`config.mk`:
```
export PLATFORM = sky130hd
export DESIGN_NAME = bou_muldiv
export DESIGN_NICKNAME = d
export VERILOG_FILES = /design/src/hw/rtl/bou_pkg.sv /design/src/hw/rtl/bou_muldiv.sv
export SDC_FILE = /design/constraint.sdc
export NUM_CORES = 1
export LEC_CHECK = 0
export BUFFER_PORTS_ARGS = -buffer_cell sky130_fd_sc_hd__buf_2
export CAP_MARGIN = 40
export CORE_ASPECT_RATIO = 0.8
export CORE_UTILIZATION = 55
export DETAILED_ROUTE_END_ITERATION = 7
export GPL_TIMING_DRIVEN = 0
export PLACE_DENSITY = 0.8
export SETUP_SLACK_MARGIN = 0.2
export SLEW_MARGIN = 0
export SYNTH_ARGS = -nofsm -noshare
export SYNTH_HDL_FRONTEND = slang
export SYNTH_SLANG_ARGS = --single-unit
```
`constraint.sdc`:
```
create_clock -name clk -period 14.4 [get_ports clk]
set_clock_uncertainty 0.05 [all_clocks]
set_input_delay 4.32 -clock clk [delete_from_list [all_inputs] [get_ports clk]]
set_output_delay 4.32 -clock clk [all_outputs]
set_load 0.005 [all_outputs]
```
`src/hw/rtl/bou_pkg.sv`:
```
// bou_pkg: payload structs, multiply/divide unit request and response,
// fixed-point constants and the CORDIC arctangent table for the odometry block.
// No dependencies.
package bou_pkg;

	typedef struct packed {
		logic signed [31:0] tick_count;
		logic signed [15:0] steer_command;
	} bou_in_t;

	typedef struct packed {
		logic signed [31:0] pos_x;
		logic signed [31:0] pos_y;
		logic        [15:0] heading;
		logic signed [63:0] total_distance;
	} bou_out_t;

	typedef struct packed {
		logic        start;
		logic        op_div;
		logic [63:0] a;
		logic [63:0] b;
	} bou_md_req_t;

	typedef struct packed {
		logic        done;
		logic [63:0] res;
		logic [63:0] rem;
	} bou_md_rsp_t;

	localparam logic [2:0] CFG_START_X       = 3'd0;
	localparam logic [2:0] CFG_START_Y       = 3'd1;
	localparam logic [2:0] CFG_START_HEADING = 3'd2;
	localparam logic [2:0] CFG_WHEEL_BASE    = 3'd3;
	localparam logic [2:0] CFG_DIST_PER_TICK = 3'd4;
	localparam logic [2:0] CFG_MAX_STEER     = 3'd5;

	localparam logic signed [33:0] CORDIC_GAIN  = 34'sd652032874;
	localparam logic        [31:0] TURN_PER_RAD = 32'd683565276;
	localparam logic        [46:0] R_MAX        = 47'h7FFF_FFFF_FFFF;
	localparam logic        [63:0] MUL_A_MAX    = 64'h1000_0000_0000_0000;

	function automatic logic [31:0] atan_at(input logic [4:0] i);
		logic [31:0] v;
		case (i)
			5'd0:  v = 32'h20000000;
			5'd1:  v = 32'h12E4051E;
			5'd2:  v = 32'h09FB385B;
			5'd3:  v = 32'h051111D4;
			5'd4:  v = 32'h028B0D43;
			5'd5:  v = 32'h0145D7E1;
			5'd6:  v = 32'h00A2F61E;
			5'd7:  v = 32'h00517C55;
			5'd8:  v = 32'h0028BE53;
			5'd9:  v = 32'h00145F2F;
			5'd10: v = 32'h000A2F98;
			5'd11: v = 32'h000517CC;
			5'd12: v = 32'h00028BE6;
			5'd13: v = 32'h000145F3;
			5'd14: v = 32'h0000A2FA;
			5'd15: v = 32'h0000517D;
			5'd16: v = 32'h000028BE;
			5'd17: v = 32'h0000145F;
			5'd18: v = 32'h00000A30;
			5'd19: v = 32'h00000518;
			5'd20: v = 32'h0000028C;
			5'd21: v = 32'h00000146;
			5'd22: v = 32'h000000A3;
			5'd23: v = 32'h00000051;
			5'd24: v = 32'h00000029;
			5'd25: v = 32'h00000014;
			5'd26: v = 32'h0000000A;
			5'd27: v = 32'h00000005;
			5'd28: v = 32'h00000003;
			5'd29: v = 32'h00000001;
			5'd30: v = 32'h00000001;
			default: v = 32'h00000000;
		endcase
		return v;
	endfunction

endpackage

```
`src/hw/rtl/bou_muldiv.sv`:
```
// bou_muldiv: shared bit-serial unit, 64x32 shift-add multiply (low 64 bits)
// and 64/64 restoring divide with remainder, one bit per cycle.
// Depends on bou_pkg.
module bou_muldiv (
	input  logic                 clk,
	input  logic                 arst_n,
	input  bou_pkg::bou_md_req_t req,
	output bou_pkg::bou_md_rsp_t rsp
);

	logic        busy_q;
	logic        done_q;
	logic        div_q;
	logic [5:0]  cnt_q;
	logic [63:0] x_q;
	logic [63:0] y_q;
	logic [63:0] acc_q;

	logic [64:0] shin;
	logic [64:0] addend;
	logic [65:0] sumw;
	logic        ge;

	assign shin   = div_q ? {acc_q, y_q[63]} : {1'b0, acc_q};
	assign addend = div_q ? ~{1'b0, x_q} : (y_q[0] ? {1'b0, x_q} : 65'd0);
	assign sumw   = {1'b0, shin} + {1'b0, addend} + {65'd0, div_q};
	assign ge     = sumw[65];

	always_ff @(posedge clk or negedge arst_n) begin
		if (!arst_n) begin
			busy_q <= 1'b0;
			done_q <= 1'b0;
			div_q  <= 1'b0;
			cnt_q  <= '0;
		end else begin
			done_q <= 1'b0;
			if (req.start && !busy_q) begin
				busy_q <= 1'b1;
				div_q  <= req.op_div;
				cnt_q  <= req.op_div ? 6'd63 : 6'd31;
				acc_q  <= '0;
				if (req.op_div) begin
					x_q <= req.b;
					y_q <= req.a;
				end else begin
					x_q <= req.a;
					y_q <= req.b;
				end
			end else if (busy_q) begin
				if (div_q) begin
					acc_q <= ge ? sumw[63:0] : shin[63:0];
					y_q   <= {y_q[62:0], ge};
				end else begin
					acc_q <= sumw[63:0];
					x_q   <= {x_q[62:0], 1'b0};
					y_q   <= {1'b0, y_q[63:1]};
				end
				cnt_q <= cnt_q - 6'd1;
				if (cnt_q == 6'd0) begin
					busy_q <= 1'b0;
					done_q <= 1'b1;
				end
			end
		end
	end

	assign rsp.done = done_q;
	assign rsp.res  = div_q ? y_q : acc_q;
	assign rsp.rem  = acc_q;

endmodule

```
# Word-level counts from Yosys, hierarchy flattened
# Index checks and enable logic that the tools add are counted.
op_classes:
  add_sub_neg: 3
  reduce_logical: 6
  bitwise: 1
  n_eq_ne: 1
  n_mux: 24
ops:
  columns: ["cell", "count"]
  rows:
  - ["64-bit 2-to-1 mux", 13]
  - ["65-bit 2-to-1 mux", 2]
  - ["65-bit by 65-bit adder with 66-bit output", 1]
  - ["66-bit by 1-bit adder with 66-bit output", 1]
  - ["64-bit NOT with 65-bit output", 1]
  - ["6-bit 2-to-1 mux", 3]
  - ["6-bit zero test", 1]
  - ["1-bit 2-to-1 mux", 6]
  - ["6-bit by 1-bit subtractor with 6-bit output, second input constant", 1]
  - ["3-bit AND reduction", 1]
  - ["2-bit by 1-bit != test with 1-bit output, second input constant", 1]
  - ["2-bit AND reduction", 1]
  - ["2-bit nonzero test", 1]
  - ["1-bit logical AND", 1]
  - ["1-bit zero test", 1]
word_totals:
  word_cells: 42
  reg_bits: 201

# Logic depth before layout (Yosys ltp)
depth:
  word_depth: 7
  depth_mapped: 19
  ltp_nobuf: 14

# Worst setup path before layout
# No wires, ideal clock.
synth_timing:
  path_kind: "input to register"
  start: "in req[129] (netlist bit)"
  end: "reg x_q[0] (enable)"
  setup_time_ns: 0.583
  slack_ns: 1.260
  stages: 4
  arrival_time_ns: 12.507
  path_cell_list: "clkbuf_1 > nor2_1 > nor2b_1 > a21boi_0"
synth_via:
  elab_chain_len: 3
synth_lines:
  columns: ["item", "line", "text"]
  rows:
  - ["from (decl)", "bou_muldiv.sv:7", "input bou_pkg::bou_md_req_t req,"]
  - ["1-bit logical AND *", "bou_muldiv.sv:37", "if (req.start && !busy_q) begin"]
  - ["2-bit by 1-bit != test with 1-bit output (no line) / 2-bit nonzero test (equally long branches)", null, null]
  - ["3-bit AND reduction (no line) *", null, null]
  - ["to (signal assigned)", "bou_muldiv.sv:43", "x_q <= req.b;"]
  - ["to (signal assigned)", "bou_muldiv.sv:46", "x_q <= req.a;"]
  - ["to (signal assigned)", "bou_muldiv.sv:55", "x_q <= {x_q[62:0], 1'b0};"]
  - ["to (decl)", "bou_muldiv.sv:15", "logic [63:0] x_q;"]
# Mark *: on every way between the ends. The rest lies on a longest branch, timed or not.
# A chain may end at the register's enable or synchronous reset.

==> impl_metrics.csv <==
group,metric,value,unit
run_status,outcome,"finished, final reports clean",
synth,ys_warn_count,0,
route,vias_per_cell,6.373,
synth,synth_cell_type_count,72,
finish,syn2layout_area_growth,17.02,%
synth,synth_nets,2155,
timing,drv_slew,0,
worst_setup_path,r2r_cells,17,
clock_tree,clockBufferDepth,3,
timing,fin_crit_sh,55.09,%
route,wl_per_cell,22.77,um
finish,finalCoreUtilization,65.96,%
hold_path,holdPathStages,1,
global_route,grt_usage,38.77,%
worst_setup_path,path_class,"reg2out",
clock_tree,numCtsBuffers,24,
route,drtAntennaViolNets,0,
clock_tree,clkTransAtPathRegs,0.06,ns
floorplan,rows,56,
synth,synthTopCellsByArea,"edfxtp_1 35%, nand2_1 9.8%, nand2b_1 5.1%, mux2_2 4.9%, ha_1 4.8%",
synth,netlist_instances,1957,
finish,fin_nets,2455,
finish,final_common_cell,"nand2_1",
finish,drive_gt1_share,18.45,%
synth,synth_seq_cells,201,
worst_setup_path,worstPathArrival,3.56,ns
clock_tree,cts_resized,0,
worst_setup_path,crit_path_start_kind,"flop",
finish,fillers,2507,
clock_tree,h-tree-depth,1,
worst_setup_path,crit_required,10.03,ns
synth,async_flop_share,4.478,%
timing,hold_violations,0,
clock_tree,cts_tree,"done",
global_route,grt_pass1_vias,15970,
finish,layout_common_cells,"435 x nand2_1, 278 x buf_2, 192 x edfxtp_1, 160 x o21ai_0, 136 x nand2b_1",
placement,hpwl,47400,um
finish,antenna_cells,0,
timing,max_freq,126.1,MHz
synth,synth_edf_count,192,
timing,fin_hold_ws,0.4598,ns
synth,ys_seq_area_share,35.94,%
worst_setup_path,path_max_fanout,10,
placement,routabilityCongestion,0.9551,
floorplan,die_area,31010,um2
floorplan,core,29570,um2
finish,multi_input_area,10060,um2
synth,synthFlopType,"edfxtp_1",
clock_tree,cts.sinks,201,
floorplan,io_pins,261,
run,maxCapViolCount,0,
timing,rsz0062_at_grt,"false",
floorplan,die_x,196.6,um
timing,worst_slew_pin_slew,1.015,ns
synth,yosys.area.top_type,"edfxtp_1",
synth,yosys.area.top_type_share,34.59,%
floorplan,start_util,56.37,%
clock_tree,cts_setup_buffers,0,
floorplan,die_y,157.7,um
route,drtIter0Drc,1653,
global_route,grt_remaining_overflow,0,
global_route,grt_pass1_wl,92400,um
synth,syn_area,16670,um2
clock_tree,worstSkewPairLatency,0.55,ns
route,drc_errors,0,
timing,finalSetupViolations,0,
timing,relSlewSlack,32.35,%
finish,regArea,5991,um2
clock_tree,root_buffer,"clkbuf_16",
clock_tree,hold_buffers,0,
global_route,antenna_found_initial,0,
route,totalWireLength,60970,um
timing,tns,0,ns
global_route,grt_max_degree,48,
placement,port_buffers,258,
route,drt_pass1_iterations,5,
worst_setup_path,endpoint_kind,"output pin",
route,via_count,17060,
timing,finalCriticalPeriod,7.933,ns
hold_path,hp-class,"reg2reg",
synth,postSynthAreaPerCell,8.517,um2
-- synthesized netlist by cell type, types with 3 or more instances --
cell,number
a211oi_1,65
a21boi_0,5
a21o_1,21
a21oi_1,91
a221oi_1,4
a22o_1,41
a22oi_1,6
a31oi_1,74
a32oi_1,9
and2_1,10
and3_1,10
buf_1,8
buf_2,20
clkbuf_1,109
dfrtp_1,9
edfxtp_1,192
ha_1,64
inv_1,19
mux2_2,72
mux2i_1,67
nand2_1,435
nand2b_1,136
nand3_1,20
nand3b_1,4
nand4_1,17
nor2_1,54
nor2b_1,69
nor3_1,17
nor3b_1,6
o211ai_1,6
o21a_1,6
o21ai_0,160
o21ai_1,6
o21bai_1,15
o221ai_1,3
o22ai_1,3
or3_1,8
xnor2_1,30
xor2_1,24
-- registers in the layout, summed over array words and instances, names as in the netlist --
name and count:
done_q 1, y_q 64, acc_q 64, busy_q 1, x_q 64, div_q 1, cnt_q 6
-- layout make-up --
type                       count  area share (%)
timing repair buffer         274           8.025
buffer                       140           2.887
inverter                      19          0.3657
clock buffer                  27           3.246
clock inverter                13          0.5710
tap                          406           2.605
sequential                   201           30.72
multi-input combinational   1597           51.58
-- cells by family (layout without fill, tap and decap cells) --
family	count (synthesis)	after routing	share of synthesized area, %
xor gates and xnor gates	54	54	2.838
DFF	201	201	35.94
muxes	139	139	8.888
buffers and inverters	159	473	3.806
AOI/OAI and AO/OA	541	541	20.88
and+or+nand+nor	797	797	22.60
adders and majority gates	66	66	5.045
-- through the flow --
step / cells / setup WS [ns] / cell area (um2)
finish: 2677 / 6.467 / 19500
global route: 2677 / 6.498 / 19500
CTS: 2676 / 6.648 / 19490
detailed placement: 2636 / 7.101 / 18750
global placement: 2621 / -4.361 / 18470
floorplan: 1957 / 1.260 / 16670
-- critical path, cell delays in order, from the launching register on --
cell	delay, ns
dfrtp_1	0.67
clkbuf_1	0.80
clkbuf_1	0.40
buf_8	0.23
clkbuf_1	0.46
nand2_1	0.20
nand2_1	0.11
buf_2	0.12
-- final timing paths --
path | to | from | slack (ns)
setup / recovery | rsp[113] | div_q | 6.47
hold / removal | done_q | cnt_q[5] | 0.46
setup reg to reg | acc_q[52] | div_q | 7.74
hold reg to reg | done_q | cnt_q[5] | 0.46
max in group asynchronous | cnt_q[2] | arst_n | 10.02
min in group asynchronous | cnt_q[3] | arst_n | 4.06
-- routing by layer --
layer | vias up | wire length (um) | global-route usage [%]
met3 | 107 | 7062 | 7.307
met1 | 8173 | 26440 | 56.78
met4 | 0 | 1885 | 12.26
met5 | - | 0 | 0
met2 | 1072 | 25580 | 57.62
li1 | 7709 | - | -
Power is not shown: default switching activity piles up to over one toggle a cycle in this logic, so the estimate is an artifact.
